<file path="config.mk">
export PLATFORM = sky130hd
export DESIGN_NAME = source_text_comment_stripper_flat
export DESIGN_NICKNAME = d
export VERILOG_FILES = /design/src/hw/rtl/stcs_pkg.sv /design/src/hw/rtl/stcs_ifs.sv /design/src/hw/rtl/source_text_comment_stripper.sv /design/src/flat_wrapper.sv
export SDC_FILE = /design/constraint.sdc
export NUM_CORES = 1
export LEC_CHECK = 0
export BUFFER_PORTS_ARGS = -buffer_cell sky130_fd_sc_hd__buf_2
export CAP_MARGIN = 20
export CORE_AREA = 4 4 147 149
export CTS_CLUSTER_SIZE = 12
export DETAILED_ROUTE_END_ITERATION = 10
export DIE_AREA = 0 0 151 153
export GPL_ROUTABILITY_DRIVEN = 1
export PLACE_DENSITY = 0.66
export SETUP_SLACK_MARGIN = 0.02
export SYNTH_ARGS = -nofsm -noshare
export SYNTH_HDL_FRONTEND = slang
export SYNTH_SLANG_ARGS = --single-unit
</file>
<file path="constraint.sdc">
create_clock -name clock -period 8.51 [get_ports clock]
set_clock_uncertainty 0.15 [all_clocks]
set_input_delay 0.851 -clock clock [delete_from_list [all_inputs] [get_ports clock]]
set_output_delay 0.851 -clock clock [all_outputs]
set_load 0.02 [all_outputs]
</file>
<file path="src/hw/rtl/stcs_pkg.sv">
package stcs_pkg;

   localparam int LINE_WIDTH_DEF = 24;
   localparam int LINE_NUM_W     = 24;
   localparam int BYTE_W         = 8;
   localparam int QUEUE_DEPTH    = 4;
   localparam int MAX_RESULTS    = 3;

   localparam logic [BYTE_W-1:0] CH_LF    = 8'h0A;
   localparam logic [BYTE_W-1:0] CH_CR    = 8'h0D;
   localparam logic [BYTE_W-1:0] CH_BSL   = 8'h5C;
   localparam logic [BYTE_W-1:0] CH_SLASH = 8'h2F;
   localparam logic [BYTE_W-1:0] CH_STAR  = 8'h2A;
   localparam logic [BYTE_W-1:0] CH_SPACE = 8'h20;
   localparam logic [BYTE_W-1:0] CH_NUL   = 8'h00;

   typedef enum logic [1:0] {
      TAIL_NONE = 2'd0,
      TAIL_CR   = 2'd1,
      TAIL_LF   = 2'd2
   } tail_type;

   typedef enum logic [1:0] {
      CM_OUT   = 2'd0,
      CM_LINE  = 2'd1,
      CM_BLOCK = 2'd2,
      CM_STAR  = 2'd3
   } cmode_type;

   typedef struct packed {
      tail_type  tail;
      logic      bsl;
      logic      slash;
      cmode_type mode;
   } scan_state_type;

   localparam scan_state_type SCAN_RESET = '{
      tail:  TAIL_NONE,
      bsl:   1'b0,
      slash: 1'b0,
      mode:  CM_OUT
   };

   typedef struct packed {
      logic [BYTE_W-1:0]     out_byte;
      logic [LINE_NUM_W-1:0] line_number;
      logic                  error;
      logic                  last;
   } rsp_entry_type;

endpackage

</file>
<file path="src/hw/rtl/stcs_ifs.sv">
interface stcs_req_if;
   import stcs_pkg::*;

   logic              valid;
   logic              ready;
   logic [BYTE_W-1:0] in_byte;

   modport source (output valid, output in_byte, input ready);
   modport sink (input valid, input in_byte, output ready);
endinterface

interface stcs_rsp_if;
   import stcs_pkg::*;

   logic                  valid;
   logic                  ready;
   logic [BYTE_W-1:0]     out_byte;
   logic [LINE_NUM_W-1:0] line_number;
   logic                  error;
   logic                  last;

   modport source (output valid, output out_byte, output line_number, output error,
                   output last, input ready);
   modport sink (input valid, input out_byte, input line_number, input error,
                 input last, output ready);
endinterface

</file>
<file path="src/hw/rtl/source_text_comment_stripper.sv">
// channel    dir  payload                                   handshake
// req_chan   in   in_byte[7:0]                              valid/ready
// rsp_chan   out  out_byte[7:0] line_number[23:0] error last valid/ready
//
// one byte is taken per cycle while req_chan.ready is high; its results (zero to three)
// enter a four-entry result queue in the same edge and leave one per cycle while rsp_chan.ready is high
// bytes that give one result each stream at full rate while rsp_chan is not stalled; a flushed
// slash or backslash gives extra results and holds the input until the queue drains
// req_chan.ready is high while the queue holds at most one result
// reset is synchronous and clears scan state, line count and the queue
module source_text_comment_stripper #(
   parameter int LINE_WIDTH = stcs_pkg::LINE_WIDTH_DEF
) (
   input  logic       clock,
   input  logic       reset,
   stcs_req_if.sink   req_chan,
   stcs_rsp_if.source rsp_chan
);
   import stcs_pkg::*;

   localparam int PTR_W = $clog2(QUEUE_DEPTH);
   localparam int CNT_W = $clog2(QUEUE_DEPTH + 1);

   scan_state_type        state_ff, state_in;
   logic [LINE_WIDTH-1:0] line_ff, line_in;
   rsp_entry_type         queue_ff [QUEUE_DEPTH];
   logic [PTR_W-1:0]      wr_ptr_ff, rd_ptr_ff;
   logic [CNT_W-1:0]      count_ff, count_in;

   logic [1:0]            res_n;
   logic [BYTE_W-1:0]     res_byte [MAX_RESULTS];
   logic                  res_err [MAX_RESULTS];
   logic [LINE_NUM_W-1:0] res_line;

   logic req_fire, rsp_fire;

   assign req_fire = req_chan.valid && req_chan.ready;
   assign rsp_fire = rsp_chan.valid && rsp_chan.ready;

   // one input byte: newline folding, splice removal, then up to two logical chars
   always_comb begin : scan
      scan_state_type            st;
      logic [LINE_WIDTH-1:0]     cnt;
      logic [LINE_WIDTH+LINE_NUM_W-1:0] cnt_wide;
      logic [BYTE_W-1:0]         c;
      logic                      is_nl;
      logic                      done;
      logic [1:0]                n;
      logic [BYTE_W-1:0]         lch [2];
      logic                      lvalid [2];
      logic                      pv [2];
      logic [BYTE_W-1:0]         pb [2];
      logic                      pe [2];

      st        = state_ff;
      cnt       = line_ff;
      c         = req_chan.in_byte;
      is_nl     = (c == CH_LF) || (c == CH_CR);
      done      = 1'b0;
      n         = 2'd0;
      lch[0]    = CH_BSL;
      lch[1]    = c;
      lvalid[0] = 1'b0;
      lvalid[1] = 1'b0;
      for (int k = 0; k < MAX_RESULTS; k++) begin
         res_byte[k] = CH_NUL;
         res_err[k]  = 1'b0;
      end

      if ((state_ff.tail == TAIL_CR && c == CH_CR) ||
          (state_ff.tail == TAIL_LF && c == CH_LF)) begin
         st.tail = TAIL_NONE;
      end else begin
         st.tail = TAIL_NONE;
         if (state_ff.bsl && is_nl) begin
            st.bsl = 1'b0;
            if (cnt != '1) cnt = cnt + LINE_WIDTH'(1);
            st.tail = (c == CH_LF) ? TAIL_CR : TAIL_LF;
         end else begin
            lvalid[0] = state_ff.bsl;
            st.bsl    = 1'b0;
            if (c == CH_BSL) begin
               st.bsl = 1'b1;
            end else if (is_nl) begin
               if (cnt != '1) cnt = cnt + LINE_WIDTH'(1);
               st.tail   = (c == CH_LF) ? TAIL_CR : TAIL_LF;
               lch[1]    = CH_LF;
               lvalid[1] = 1'b1;
            end else begin
               lvalid[1] = 1'b1;
            end
         end
      end

      for (int i = 0; i < 2; i++) begin
         pv[0] = 1'b0;
         pv[1] = 1'b0;
         pb[0] = CH_SLASH;
         pb[1] = lch[i];
         pe[0] = 1'b0;
         pe[1] = 1'b0;
         if (lvalid[i] && !done) begin
            case (st.mode)
               CM_OUT: begin
                  if (st.slash) begin
                     st.slash = 1'b0;
                     if (lch[i] == CH_SLASH) begin
                        st.mode = CM_LINE;
                     end else if (lch[i] == CH_STAR) begin
                        st.mode = CM_BLOCK;
                     end else begin
                        pv[0] = 1'b1;
                        pv[1] = 1'b1;
                     end
                  end else if (lch[i] == CH_SLASH) begin
                     st.slash = 1'b1;
                  end else begin
                     pv[1] = 1'b1;
                  end
                  if (pv[1] && lch[i] == CH_NUL) done = 1'b1;
               end
               CM_LINE: begin
                  if (lch[i] == CH_LF) begin
                     pv[1]   = 1'b1;
                     st.mode = CM_OUT;
                  end else if (lch[i] == CH_NUL) begin
                     pv[1] = 1'b1;
                     done  = 1'b1;
                  end
               end
               default: begin
                  if (lch[i] == CH_NUL) begin
                     pv[1] = 1'b1;
                     pe[1] = 1'b1;
                     done  = 1'b1;
                  end else if (st.mode == CM_STAR && lch[i] == CH_SLASH) begin
                     pv[1]   = 1'b1;
                     pb[1]   = CH_SPACE;
                     st.mode = CM_OUT;
                  end else if (lch[i] == CH_STAR) begin
                     st.mode = CM_STAR;
                  end else begin
                     pv[1]   = (lch[i] == CH_LF);
                     st.mode = CM_BLOCK;
                  end
               end
            endcase
         end
         for (int j = 0; j < 2; j++) begin
            if (pv[j] && n < 2'(MAX_RESULTS)) begin
               res_byte[n] = pb[j];
               res_err[n]  = pe[j];
               n           = n + 2'd1;
            end
         end
      end

      cnt_wide = {{LINE_NUM_W{1'b0}}, cnt};
      res_line = cnt_wide[LINE_NUM_W-1:0];
      res_n    = n;
      if (done) begin
         state_in = SCAN_RESET;
         line_in  = LINE_WIDTH'(1);
      end else begin
         state_in = st;
         line_in  = cnt;
      end
   end

   always_comb begin
      count_in = count_ff;
      if (rsp_fire) count_in = count_in - CNT_W'(1);
      if (req_fire) count_in = count_in + CNT_W'(res_n);
   end

   always_ff @(posedge clock) begin
      if (reset) begin
         state_ff  <= SCAN_RESET;
         line_ff   <= LINE_WIDTH'(1);
         wr_ptr_ff <= '0;
         rd_ptr_ff <= '0;
         count_ff  <= '0;
      end else begin
         if (req_fire) begin
            state_ff  <= state_in;
            line_ff   <= line_in;
            wr_ptr_ff <= wr_ptr_ff + PTR_W'(res_n);
         end
         if (rsp_fire) rd_ptr_ff <= rd_ptr_ff + PTR_W'(1);
         count_ff <= count_in;
      end
   end

   always_ff @(posedge clock) begin
      if (req_fire) begin
         for (int k = 0; k < MAX_RESULTS; k++) begin
            if (2'(k) < res_n) begin
               queue_ff[wr_ptr_ff + PTR_W'(k)] <= '{
                  out_byte:    res_byte[k],
                  line_number: res_line,
                  error:       res_err[k],
                  last:        (2'(k) == res_n - 2'd1)
               };
            end
         end
      end
   end

   assign req_chan.ready       = (count_ff <= CNT_W'(1));
   assign rsp_chan.valid       = (count_ff != '0);
   assign rsp_chan.out_byte    = queue_ff[rd_ptr_ff].out_byte;
   assign rsp_chan.line_number = queue_ff[rd_ptr_ff].line_number;
   assign rsp_chan.error       = queue_ff[rd_ptr_ff].error;
   assign rsp_chan.last        = queue_ff[rd_ptr_ff].last;

`ifndef SYNTHESIS
   a_queue_bound: assert property (@(posedge clock) disable iff (reset)
      count_ff <= CNT_W'(QUEUE_DEPTH))
      else $error("result queue overflow");

   a_item_tail_queued: assert property (@(posedge clock) disable iff (reset)
      (rsp_fire && !rsp_chan.last) |-> (count_ff >= CNT_W'(2)))
      else $error("item results split from their last flag");

   a_error_at_end: assert property (@(posedge clock) disable iff (reset)
      (rsp_chan.valid && rsp_chan.error) |-> (rsp_chan.out_byte == CH_NUL && rsp_chan.last))
      else $error("error flag outside end of unit");

   a_end_resets_scan: assert property (@(posedge clock) disable iff (reset)
      (req_fire && req_chan.in_byte == CH_NUL && !state_ff.bsl &&
       state_ff.tail == TAIL_NONE) |=> (state_ff == SCAN_RESET))
      else $error("scan state kept after end of unit");
`endif

endmodule

</file>
<file path="src/flat_wrapper.sv">
// flat-port wrapper written by rule: the top's interface ports become plain ports
module source_text_comment_stripper_flat import stcs_pkg::*;
#(
   parameter int LINE_WIDTH = stcs_pkg::LINE_WIDTH_DEF
)
  (clock, reset, req_chan_valid, req_chan_in_byte, req_chan_ready, rsp_chan_valid, rsp_chan_out_byte, rsp_chan_line_number, rsp_chan_error, rsp_chan_last, rsp_chan_ready);
  stcs_req_if req_chan_i ();
  stcs_rsp_if rsp_chan_i ();
  input  logic clock;
  input  logic reset;
  input wire logic [$bits(req_chan_i.valid)-1:0] req_chan_valid;
  input wire logic [$bits(req_chan_i.in_byte)-1:0] req_chan_in_byte;
  output wire logic [$bits(req_chan_i.ready)-1:0] req_chan_ready;
  output wire logic [$bits(rsp_chan_i.valid)-1:0] rsp_chan_valid;
  output wire logic [$bits(rsp_chan_i.out_byte)-1:0] rsp_chan_out_byte;
  output wire logic [$bits(rsp_chan_i.line_number)-1:0] rsp_chan_line_number;
  output wire logic [$bits(rsp_chan_i.error)-1:0] rsp_chan_error;
  output wire logic [$bits(rsp_chan_i.last)-1:0] rsp_chan_last;
  input wire logic [$bits(rsp_chan_i.ready)-1:0] rsp_chan_ready;
  assign req_chan_i.valid = req_chan_valid;
  assign req_chan_i.in_byte = req_chan_in_byte;
  assign req_chan_ready = req_chan_i.ready;
  assign rsp_chan_valid = rsp_chan_i.valid;
  assign rsp_chan_out_byte = rsp_chan_i.out_byte;
  assign rsp_chan_line_number = rsp_chan_i.line_number;
  assign rsp_chan_error = rsp_chan_i.error;
  assign rsp_chan_last = rsp_chan_i.last;
  assign rsp_chan_i.ready = rsp_chan_ready;
  source_text_comment_stripper #(.LINE_WIDTH(LINE_WIDTH)) u_core (.clock(clock), .reset(reset), .req_chan(req_chan_i), .rsp_chan(rsp_chan_i));
endmodule
</file>
After elaboration in Yosys (flattened, before gate mapping)
Memory sizes are Yosys's and may differ from the RTL's. A register that Yosys moved wholly into a read port is not among the register bits.
Index checks and enable logic that the tools add are counted.
{"block": "totals", "register_bits": 37, "mem_bits_rw": 136, "input_bits": 12, "n_memories": 1}
{"block": "classes", "n_addsub": 11, "order_cmp": 13, "n_eq_ne": 15, "n_mux": 96, "bitwise_logic": 10, "reduce_logical": 23}
{"name": "u_core.queue_ff", "words": 4, "word_bits": 34, "read_ports": 1, "rd_ports_with_merged_regs": 1, "write_ports": 3, "line": "source_text_comment_stripper.sv:26", "rtl": "rsp_entry_type queue_ff [QUEUE_DEPTH];"}
{"operator": "2-to-1 mux 24 bit", "n": 9}
{"operator": "2-to-1 mux 8 bit", "n": 11}
{"operator": "demux 8 bit (select 2 bit)", "n": 3}
{"operator": "2-to-1 mux 2 bit", "n": 22}
{"operator": "2-to-1 mux 1 bit", "n": 38}
{"operator": "adder 24 x 1 -> 24 bit (second input constant)", "n": 1}
{"operator": "bitwise mux 24 bit", "n": 1}
{"operator": "equality test 8 x 4 -> 1 bit (second input constant)", "n": 3}
{"operator": "inequality test 24 bit (second input constant)", "n": 1}
{"operator": "2-to-1 mux 3 bit", "n": 6}
{"operator": "equality test 8 x 6 -> 1 bit (second input constant)", "n": 2}
{"operator": "OR 15 bit", "n": 1}
{"operator": "logical AND 1 bit", "n": 13}
{"operator": "bitwise AND 11 x 12 -> 12 bit", "n": 1}
{"operator": "2-to-1 mux 6 bit", "n": 2}
{"operator": "NOT 12 bit", "n": 1}
{"operator": "OR 11 x 12 -> 12 bit", "n": 1}
{"operator": "bitwise AND 9 bit", "n": 1}
{"operator": ">= comparator 3 bit (second input constant)", "n": 3}
{"operator": "< comparator 3 x 1 -> 1 bit (second input constant)", "n": 3}
{"operator": "NOT 9 bit", "n": 1}
{"operator": "adder 2 x 1 -> 2 bit (second input constant)", "n": 4}
{"operator": "equality test 8 x 7 -> 1 bit (second input constant)", "n": 1}
{"operator": "zero test 8 bit", "n": 1}
{"operator": "other kinds (27)", "n": 38}

Depth between registers and ports, before layout
Gate-level depths: netlist of the first run.
{"block": "logic_depth", "word_depth": 23, "ltp_mapped": 22, "ltp_nobuf": 20}

Least setup slack after synthesis of the first run
OpenSTA, ideal clock, no wires.
{"block": "synth_path", "kind": "input -> register", "startpoint": "input port req_chan_in_byte[1]", "endpoint": "memory u_core.queue_ff[0][0] (netlist bit), enable pin", "t_arrival_ns": 6.867, "slack_ns": 1.016, "cell_stages": 19, "path_buffers": 2, "path_cell_list": "clkbuf_2 -> nor3b_1 -> o211a_1 -> nor2_1 -> nand3_1 -> inv_1 -> ha_1 -> nand2b_1 -> or3_1 -> o21ai_1 -> inv_1 -> ha_1 -> a311oi_4 -> and2_1 -> buf_6 -> xor2_2 -> inv_1 -> o21ai_0 -> a211oi_1"}
{"element": "from (decl)", "line": "flat_wrapper.sv:12", "rtl": "input wire logic [$bits(req_chan_i.in_byte)-1:0] req_chan_in_byte;"}
{"element": "to (decl)", "line": "source_text_comment_stripper.sv:26"}

==> impl_metrics.toml, run 1 <==
[clock_network]
clockBufferDepth = 2
clock_sinks = 175
cts_tree = "yes"
clkLatencyLatePin_ns = 0.44
cts_setup_buffers = 0
cts_root_buffer = "clkbuf_16"
htreeDepth = 4
cts_hold_buffers = 0
cts_resized = 0
cts_buffers = 17
clk_pin_slew_ns = 0.08

[power]
power_density_nw_per_um2 = 280
leakage_nw = 3.78
vdd_drop_max_mv = 0.286
p_switching_mw = 0.999
p_seq_share_pct = 39.9
combPwrFrac_pct = 32.9
swShare_pct = 34.9
totalPowerFinal_mw = 2.86
clkPwrFrac_pct = 27.2
intPower_mw = 1.86

[critical_path]
cp_max_fo = 19
cp.required_ns = 8.50
path_cells = "buf_2, nor3_1, o211a_1, nor2_1, nand3_1, inv_1, ha_1, nand2b_1, or3_1, o21ai_1, inv_1, ha_1, a311oi_4, and2_1, xor2_2, inv_1, o21ai_0, a211oi_4, buf_12"
cp_slowest_cell = "a211oi_4"
crit_start = "req_chan_in_byte[4]"
critPathMostFrequentCell = "inv_1"
criticalPathCategory = "input port to flop"
path_delay_family = "compound AO/OA/AOI/OAI gates"
cp-start-kind = "input port"
endpoint = "u_core.queue_ff[2][31]$_DFFE_PP_"
ff2ff_path_depth = 16
timing.rr.end = "u_core.queue_ff[2][31]$_DFFE_PP_"
worstReg2RegStart = "u_core.state_ff[3]$_SDFFE_PP0P_"
cp.depth = 19
crit_buf_inv = 5
r2r_slack_ns = 2.66
cp-end-kind = "flop"
critical_path.max_stage_delay_ns = 0.93
crit_arrival_ns = 6.61

[global_routing]
grt_max_degree = 39
grt_first_pass_wirelength_um = 34900
busiest_layer = "met2"
gr-total-overflow = 0
gr-usage-met2_pct = 31.2
first_global_vias = 6145
grtUsageMet1_pct = 26.6
track_usage_pct = 19.4
grt_use_met3_pct = 4.53
antenna_found_initial = 0

[timing]
rsz0062_at_grt = "false"
tightestPinTransition_ns = 1.16
setup_viol = 0
drv_slew = 0
relSlewSlack_pct = 22.6
whs_ns = 0.321
setup_tns_ns = 0
fmax_mhz = 151
period_share_pct = 77.9
hold_viol = 0
fin_crit_ns = 6.63

[floorplanning]
dieArea_um2 = 23100
core_area_um2 = 20200
die_y_um = 153
die_x_um = 151
start_util_pct = 45.0
ios = 48
rows = 52

[routing]
routed_wl_um = 21600
drc = 0
ant_nets = 0
dr.pass1.iters = 6
avgViaCountPerCell = 5.98
routed_wire_length_per_instance_um = 20.9
vias = 6198
drt_iter0_markers = 607

[yosys]
ys_top_cells_by_count = "edfxtp_1 (136), mux2i_1 (59), nand2_1 (48)"
ys_types = 64
ys_seq_elements = 175
synth_seq_area_share_pct = 53.6
syn_avg_cell_area_um2 = 12.6
synth_area_leaders = "edfxtp_1 (45%), dfxtp_1 (8.6%), mux4_2 (8.4%)"
synth_warnings = 0
syn-cell-area_um2 = 9070
netlist_instances = 718
synth_top_area_share_pct = 45.0
synth-edff-count = 136
async_reset_ff_share_pct = 0
yosysTopAreaCell = "edfxtp_1"
synth-main-ff-cell = "edfxtp_1"
syn-num-nets = 747
yosysMostFrequentCell = "edfxtp_1"

[layout]
fin_util_pct = 50.7
nets = 782
num_antenna_cells = 0
syn_to_final_growth_pct = 12.8
stdcell_count = 1036
final_layout_size_suffix_gt1_share_pct = 21.1
fillers = 1723

[place]
dpl.cell_count = 1003
routabilityCongestion = 0.918
dp_hpwl_um = 15000
port_buffers = 47

[flow_run]
drv_cap = 0

[status]
outcome = "complete, no violations"

[worst_hold_path]
holdCritPathClass = "flop to flop"
[cell usage in the layout, fill, tap and decap left out, drive strengths merged, types with 15 or more instances in the layout]
cell type  netlist  final
a21oi           30     30
buf             15     57
clkbuf          26     17
dfxtp           39     39
edfxtp         136    136
ha              16     16
inv             14     20
mux2            19     19
mux2i           59     59
mux4            34     34
nand2           48     48
nand3           24     24
nor2            44     44
nor3            15     15
o21ai           30     30
xnor2           16     16
[cells by family (layout without fill, tap and decap cells)]
| group | count (synthesis) | in the layout | synth area share [%] |
|---|---|---|---|
| compound gates | 131 | 131 | 10.2 |
| mux | 112 | 112 | 17.3 |
| fa+ha+maj | 17 | 17 | 2.43 |
| buf+inv | 55 | 103 | 2.51 |
| xor+xnor | 29 | 29 | 2.88 |
| simple gates | 199 | 199 | 11.0 |
| flops | 175 | 175 | 53.6 |
[stage by stage]
stage / worst slack [ns] / instance area, um2
2_1_floorplan: 1.02 / 9070
3_3_place_gp: 1.95 / 9630
4_1_cts: 1.94 / 10200
6_report: 1.88 / 10200
5_1_grt: 1.36 / 10200
3_5_place_dp: 1.54 / 9630
[state kept, by name, summed over array words and instances (netlist names), named ones only]
name,flops
u_core.count_ff,3
u_core.line_ff,24
u_core.queue_ff,136
u_core.rd_ptr_ff,2
u_core.state_ff,6
u_core.wr_ptr_ff,2
[worst min path at each step]
stage | cells past startpoint | endpoint | start
2_1_floorplan | 2 | u_core.state_ff[5]$_SDFFE_PP0P_ | u_core.state_ff[5]$_SDFFE_PP0P_
3_3_place_gp | 2 | u_core.state_ff[5]$_SDFFE_PP0P_ | u_core.state_ff[5]$_SDFFE_PP0P_
3_5_place_dp | 2 | u_core.state_ff[5]$_SDFFE_PP0P_ | u_core.state_ff[5]$_SDFFE_PP0P_
4_1_cts | 2 | u_core.state_ff[5]$_SDFFE_PP0P_ | u_core.state_ff[5]$_SDFFE_PP0P_
5_1_grt | 2 | u_core.state_ff[5]$_SDFFE_PP0P_ | u_core.state_ff[5]$_SDFFE_PP0P_
6_report | 2 | u_core.state_ff[5]$_SDFFE_PP0P_ | u_core.state_ff[5]$_SDFFE_PP0P_
[area by class of cell]
type	count	area, um2	share of cell area [%]
Sequential cell	175	4870	47.5
Multi-Input combinational cell	488	4040	39.5
Clock inverter	15	175	1.71
Timing Repair Buffer	57	335	3.28
Clock buffer	17	425	4.16
Tap cell	270	338	3.30
Inverter	14	52.6	0.514
[metal layers]
metal / up-vias / wire length (um)
met4: 0 / 239
li1: 2856 / -
met1: 3059 / 9340
met2: 262 / 10500
met5: - / 0
met3: 21 / 1560
[worst min-delay path: stages (launching register included)]
cell,delay (ns)
dfxtp_1,0.32
nand2_1,0.06
a21oi_1,0.05
[power groups by stage]
stage | clock network [mW] | registers [mW] | logic [mW]
final | 0.777 | 1.14 | 0.942
after global routing | 0.833 | 1.16 | 1.02
after CTS | 0.794 | 1.14 | 0.959
after detailed placement | 0 | 1.16 | 0.951
after global placement | 0 | 1.15 | 0.932
after floorplan | 0 | 1.15 | 0.645
No activity file was read; power rests on OpenSTA's default activity.
==> run 2: changes to the inputs <==
--- a/config.mk
+++ b/config.mk
@@ -5,14 +5,15 @@
 export SDC_FILE = /design/constraint.sdc
 export NUM_CORES = 1
 export LEC_CHECK = 0
+export ABC_AREA = 1
 export BUFFER_PORTS_ARGS = -buffer_cell sky130_fd_sc_hd__buf_2
 export CAP_MARGIN = 20
-export CORE_AREA = 4 4 147 149
+export CORE_AREA = 4 4 148 150
 export CTS_CLUSTER_SIZE = 12
 export DETAILED_ROUTE_END_ITERATION = 10
-export DIE_AREA = 0 0 151 153
+export DIE_AREA = 0 0 152 154
 export GPL_ROUTABILITY_DRIVEN = 1
-export PLACE_DENSITY = 0.66
+export PLACE_DENSITY = 0.69
 export SETUP_SLACK_MARGIN = 0.02
 export SYNTH_ARGS = -nofsm -noshare
 export SYNTH_HDL_FRONTEND = slang
==> constraint.sdc (replaced) <==
create_clock -name clock -period 5.34 [get_ports clock]
set_clock_uncertainty 0.15 [all_clocks]
set_input_delay 0.534 -clock clock [delete_from_list [all_inputs] [get_ports clock]]
set_output_delay 0.534 -clock clock [all_outputs]
set_load 0.02 [all_outputs]
==> run 2 against run 1 <==
Effect of this change:
- final cell count grew 34%
- synthesized cell count grew 48%
- design area grew 1.7%
- sequential cell count is the same
- clock power grew 67%
- count of clock-buffer cells in the layout is the same
- total power grew 100%
- highest routed layer unchanged
- area after synthesis grew 1.3%
- die area grew 1.3%
==> impl_metrics.toml, run 2 <==
[status]
outcome = "complete, no violations"

[place]
port_buffers = 47
routabilityCongestion = 0.917
dp_hpwl_um = 16000
dpl.cell_count = 1359

[floorplanning]
die_y_um = 154
core_area_um2 = 20700
start_util_pct = 44.4
dieArea_um2 = 23400
die_x_um = 152
ios = 48
rows = 53

[critical_path]
cp_slowest_cell = "ha_1"
ff2ff_path_depth = 20
crit_arrival_ns = 4.78
cp.required_ns = 5.38
r2r_slack_ns = 0.66
critical_path.max_stage_delay_ns = 0.36
worstReg2RegStart = "u_core.state_ff[0]$_SDFFE_PP0P_"
cp-start-kind = "input port"
cp-end-kind = "flop"
timing.rr.end = "u_core.queue_ff[3][22]$_DFFE_PP_"
criticalPathCategory = "input port to flop"
critPathMostFrequentCell = "nand2_1"
cp_max_fo = 24

[worst_hold_path]
holdCritPathClass = "flop to flop"
hp-start = "u_core.rd_ptr_ff[0]$_SDFFE_PP0P_"
holdPathStages = 1

[routing]
routed_wire_length_per_instance_um = 16.5
drt_iter0_markers = 654
avgViaCountPerCell = 5.37
routed_wl_um = 22900
dr.pass1.iters = 5
vias = 7464
ant_nets = 0
drc = 0

[timing]
period_share_pct = 88.7
relSlewSlack_pct = 35.1
fmax_mhz = 211
rsz0062_at_grt = "false"
whs_ns = 0.328
hold_viol = 0
setup_viol = 0
fin_crit_ns = 4.74
drv_slew = 0
tightestPinTransition_ns = 0.973
setup_tns_ns = 0

[yosys]
syn-cell-area_um2 = 9190
synth_top_area_share_pct = 44.4
syn-num-nets = 1092
synth-edff-count = 136
synth-main-ff-cell = "edfxtp_1"
synth_area_leaders = "edfxtp_1 (44%), nand2_1 (11%), dfxtp_1 (8.5%)"
synth_seq_area_share_pct = 52.9
ys_types = 44
syn_avg_cell_area_um2 = 8.65
synth_warnings = 0
yosysMostFrequentCell = "nand2_1"
ys_top_cells_by_count = "nand2_1 (271), edfxtp_1 (136), nor2_1 (126)"
netlist_instances = 1063
ys_seq_elements = 175
yosysTopAreaCell = "edfxtp_1"
async_reset_ff_share_pct = 0

[layout]
nets = 1132
final_layout_size_suffix_gt1_share_pct = 13.3
fin_util_pct = 50.3
fillers = 1930
ff_latch_area_um2 = 4870
stdcell_count = 1391
largest_register = "u_core.queue_ff"
largest_reg_flops = 136
multiInputGateArea_um2 = 3840
layout.cells.most_common_list = "nand2_1 (271), edfxtp_1 (136), nor2_1 (126)"
syn_to_final_growth_pct = 13.3
num_antenna_cells = 0
final_common_cell = "nand2_1"
reg_top3 = "u_core.queue_ff (136), u_core.line_ff (24), u_core.state_ff (6)"

[power]
power_density_nw_per_um2 = 552
vdd_drop_max_mv = 0.309
leakage_nw = 4.23

[clock_network]
clockBufferDepth = 2
cts_tree = "yes"
cts_buffers = 17
htreeDepth = 4
clkLatencyLatePin_ns = 0.44
cts_resized = 0
clock_sinks = 175
cts_root_buffer = "clkbuf_16"
clk_pin_slew_ns = 0.08
cts_setup_buffers = 0
cts_hold_buffers = 0

[flow_run]
drv_cap = 0

[global_routing]
antenna_found_initial = 0
track_usage_pct = 19.5
grt_max_degree = 69
grt_first_pass_wirelength_um = 36700
gr-total-overflow = 0
first_global_vias = 6816
==> run 2: cells by family after synthesis <==
kind of cell,count (synthesis),synth area share [%]
adder cells (fa/ha/maj),17,2.40
AND/OR/NAND/NOR,532,25.8
XOR/XNOR,23,2.19
flip-flops,175,52.9
AO/OA/AOI/OAI,187,11.1
buffers and inverters,129,5.57
==> run 2: per-layer routing <==
layer / up-vias / routed length, um / global-route usage, %
li1: 3696 / - / -
met1: 3482 / 10700 / 28.2
met2: 267 / 10200 / 29.8
met3: 19 / 1820 / 4.78
met4: 0 / 238 / 4.79
met5: - / 0 / 0
==> run 2: layout make-up <==
type	count	area share (%)
inverters	89	3.23
multi-input cells	759	36.8
clock buffers	17	4.09
flip-flops and latches	175	46.7
repair buffers	61	3.75
clock inverters	15	2.04
well taps	275	3.30
==> run 2: power breakdown <==
part | total, mW | switching, mW | internal [mW]
registers | 2.07 | 0.0969 | 1.98
clock network | 1.30 | 0.642 | 0.659
logic | 2.37 | 1.70 | 0.672
total | 5.74 | 2.43 | 3.31
==> run 2: worst max-delay path by stage <==
stage                        start                          endpoint  slack (ns)  cells past startpoint
2_1_floorplan  req_chan_in_byte[3]   u_core.queue_ff[1][0]$_DFFE_PP_        0.31                     25
3_3_place_gp   req_chan_in_byte[3]  u_core.queue_ff[1][22]$_DFFE_PP_        0.35                     24
3_5_place_dp   req_chan_in_byte[3]  u_core.queue_ff[3][18]$_DFFE_PP_        0.12                     25
4_1_cts        req_chan_in_byte[3]  u_core.queue_ff[3][22]$_DFFE_PP_        0.58                     25
5_1_grt        req_chan_in_byte[3]  u_core.queue_ff[3][18]$_DFFE_PP_        0.19                     25
6_report       req_chan_in_byte[3]  u_core.queue_ff[3][22]$_DFFE_PP_        0.60                     25
==> run 2: through the flow <==
| step | setup slack, ns | cell area (um2) | power (mW) |
|---|---|---|---|
| global route | 0.194 | 10400 | 6.11 |
| floorplan | 0.307 | 9190 | 3.67 |
| global placement | 0.355 | 9770 | 4.44 |
| finish | 0.604 | 10400 | 5.74 |
| detailed placement | 0.121 | 9770 | 4.47 |
| CTS | 0.575 | 10400 | 5.77 |
==> run 2: critical path: cells and delay by family <==
kind | cells | cell delay [ns]
XOR/XNOR | 1 | 0.20
buffers and inverters | 6 | 0.89
AND/OR/NAND/NOR | 15 | 2.46
AO/OA/AOI/OAI | 1 | 0.09
adder cells (fa/ha/maj) | 2 | 0.58
==> run 3: changes to the inputs <==
--- a/config.mk
+++ b/config.mk
@@ -13,7 +13,7 @@
 export DETAILED_ROUTE_END_ITERATION = 10
 export DIE_AREA = 0 0 152 154
 export GPL_ROUTABILITY_DRIVEN = 1
-export PLACE_DENSITY = 0.69
+export PLACE_DENSITY = 0.76
 export SETUP_SLACK_MARGIN = 0.02
 export SYNTH_ARGS = -nofsm -noshare
 export SYNTH_HDL_FRONTEND = slang
==> run 3 against run 2 <==
Effect of this change:
- design area shrank 0.53%
- total power shrank 1.7%
- first-iteration DRC count shrank 0.15%
- count of clock-buffer cells in the layout grew 1
- combinational power is essentially flat
- global-route usage is essentially flat
- die area is the same
- critical path depth shrank 1
- largest power group unchanged
==> impl_metrics.toml, run 3 (synthesized netlist as in run 2, its figures left out) <==
[flow_run]
drv_cap = 0

[clock_network]
clkLatencyLatePin_ns = 0.44
cts_root_buffer = "clkbuf_16"
cts_tree = "yes"
clock_sinks = 175
cts_hold_buffers = 0
clk_pin_slew_ns = 0.07
cts_resized = 0
clockBufferDepth = 2
cts_buffers = 17
cts_setup_buffers = 0
htreeDepth = 4

[global_routing]
grt_max_degree = 69
gr-total-overflow = 0
track_usage_pct = 19.5
grt_first_pass_wirelength_um = 37000
first_global_vias = 7029
antenna_found_initial = 0

[floorplanning]
die_x_um = 152
ios = 48
core_area_um2 = 20700
start_util_pct = 44.4
die_y_um = 154
rows = 53
dieArea_um2 = 23400

[worst_hold_path]
holdPathStages = 1
holdCritPathClass = "flop to flop"
hp-start = "u_core.rd_ptr_ff[0]$_SDFFE_PP0P_"

[critical_path]
cp_max_fo = 27
timing.rr.end = "u_core.queue_ff[1][18]$_DFFE_PP_"
crit_start = "req_chan_in_byte[3]"
criticalPathCategory = "input port to flop"
cp-start-kind = "input port"
critical_path.max_stage_delay_ns = 0.36
crit_arrival_ns = 4.67
ff2ff_path_depth = 19
worstReg2RegStart = "u_core.state_ff[0]$_SDFFE_PP0P_"
path_cells = "buf_2, nand2_1, clkinv_1, nand2_1, a21oi_4, nor2_1, nand2_2, nor2_1, inv_1, ha_1, nand2_1, inv_1, nor3_4, nand3_4, xor2_1, ha_1, nor2_1, nand4_1, nand2_2, nand3_4, inv_4, nand2_4, nand3_2, buf_12"
cp.required_ns = 5.32
cp-end-kind = "flop"
r2r_slack_ns = 0.68
cp_slowest_cell = "ha_1"

[power]
p_seq_share_pct = 36.8
swShare_pct = 41.3
p_switching_mw = 2.33
leakage_nw = 4.20
clkPwrFrac_pct = 21.6
combPwrFrac_pct = 41.6
intPower_mw = 3.31
power_density_nw_per_um2 = 545
vdd_drop_max_mv = 0.342

[layout]
largest_register = "u_core.queue_ff"
fin_util_pct = 50.1
reg_top3 = "u_core.queue_ff (136), u_core.line_ff (24), u_core.state_ff (6)"
final_area_um2 = 10400
syn_to_final_growth_pct = 12.7
layout.cells.most_common_list = "nand2_1 (271), edfxtp_1 (136), nor2_1 (126)"
nets = 1131
final_layout_size_suffix_gt1_share_pct = 13.1
largest_reg_flops = 136
num_antenna_cells = 0
final_common_cell = "nand2_1"

[status]
outcome = "complete, no violations"

[routing]
routed_wire_length_per_instance_um = 16.2
ant_nets = 0
drc = 0
drt_iter0_markers = 653
avgViaCountPerCell = 5.40
routed_wl_um = 22500
vias = 7506
dr.pass1.iters = 5

[timing]
period_share_pct = 87.9
setup_tns_ns = 0
fin_crit_ns = 4.69
whs_ns = 0.329
fmax_mhz = 213
relSlewSlack_pct = 29.6
setup_viol = 0
hold_viol = 0
rsz0062_at_grt = "false"
drv_slew = 0
layout_setup_ws_ns = 0.647
tightestPinTransition_ns = 1.05

[place]
dpl-instance-area_um2 = 9780
dp_slack_ns = 0.206
routabilityCongestion = 0.946
dp_hpwl_um = 15600
port_buffers = 47
==> run 3: cell types whose count changed in the layout (fill, tap and decap cells not counted), moves of 2 or more <==
cell      change
buf_4         -2
clkinv_2      +3
clkinv_8      -3
inv_12        -5
inv_8         +3
==> run 3: routing by layer <==
layer	GRT usage, %	vias up	part of all wire, %
met5	0	-	0
met2	31.2	267	46
li1	-	3691	-
met3	3.60	35	6.5
met4	5.95	0	2.0
met1	27.3	3513	46
==> run 3: critical path: cells and delay by family <==
kind / cells / cell delay [ns]
AOI/OAI and AO/OA: 1 / 0.09
buffers and inverters: 6 / 0.84
and+or+nand+nor: 14 / 2.42
xor gates and xnor gates: 1 / 0.20
adders and majority gates: 2 / 0.57
==> run 3: layout make-up <==
type | instances | area, um2
Tap cell | 275 | 344
Multi-Input combinational cell | 759 | 3840
Inverter | 89 | 337
Clock inverter | 14 | 149
Clock buffer | 18 | 429
Sequential cell | 175 | 4870
Fill cell | 1971 | 10300
Timing Repair Buffer | 60 | 395
==> run 3: power by group through the flow <==
stage               Combinational (mW)  Sequential [mW]  Clock [mW]
finish                            2.35             2.07        1.22
global route                      2.60             2.11        1.30
CTS                               2.35             2.08        1.24
detailed placement                2.34             2.10           0
global placement                  2.31             2.10           0
floorplan                         1.58             2.09           0
==> run 3: metrics by stage <==
step           std cells  total power [mW]
3_3_place_gp        1358              4.41
2_1_floorplan       1063              3.67
5_1_grt             1390              6.00
3_5_place_dp        1358              4.45
4_1_cts             1390              5.67
6_report            1390              5.64
==> run 3: worst max path at each step <==
stage / to / slack, ns / cells after the start
floorplan: u_core.queue_ff[1][0]$_DFFE_PP_ / 0.31 / 25
global placement: u_core.queue_ff[1][17]$_DFFE_PP_ / 0.34 / 24
detailed placement: u_core.queue_ff[1][10]$_DFFE_PP_ / 0.21 / 24
CTS: u_core.queue_ff[1][20]$_DFFE_PP_ / 0.64 / 24
global route: u_core.queue_ff[1][22]$_DFFE_PP_ / 0.25 / 24
finish: u_core.queue_ff[1][18]$_DFFE_PP_ / 0.65 / 24
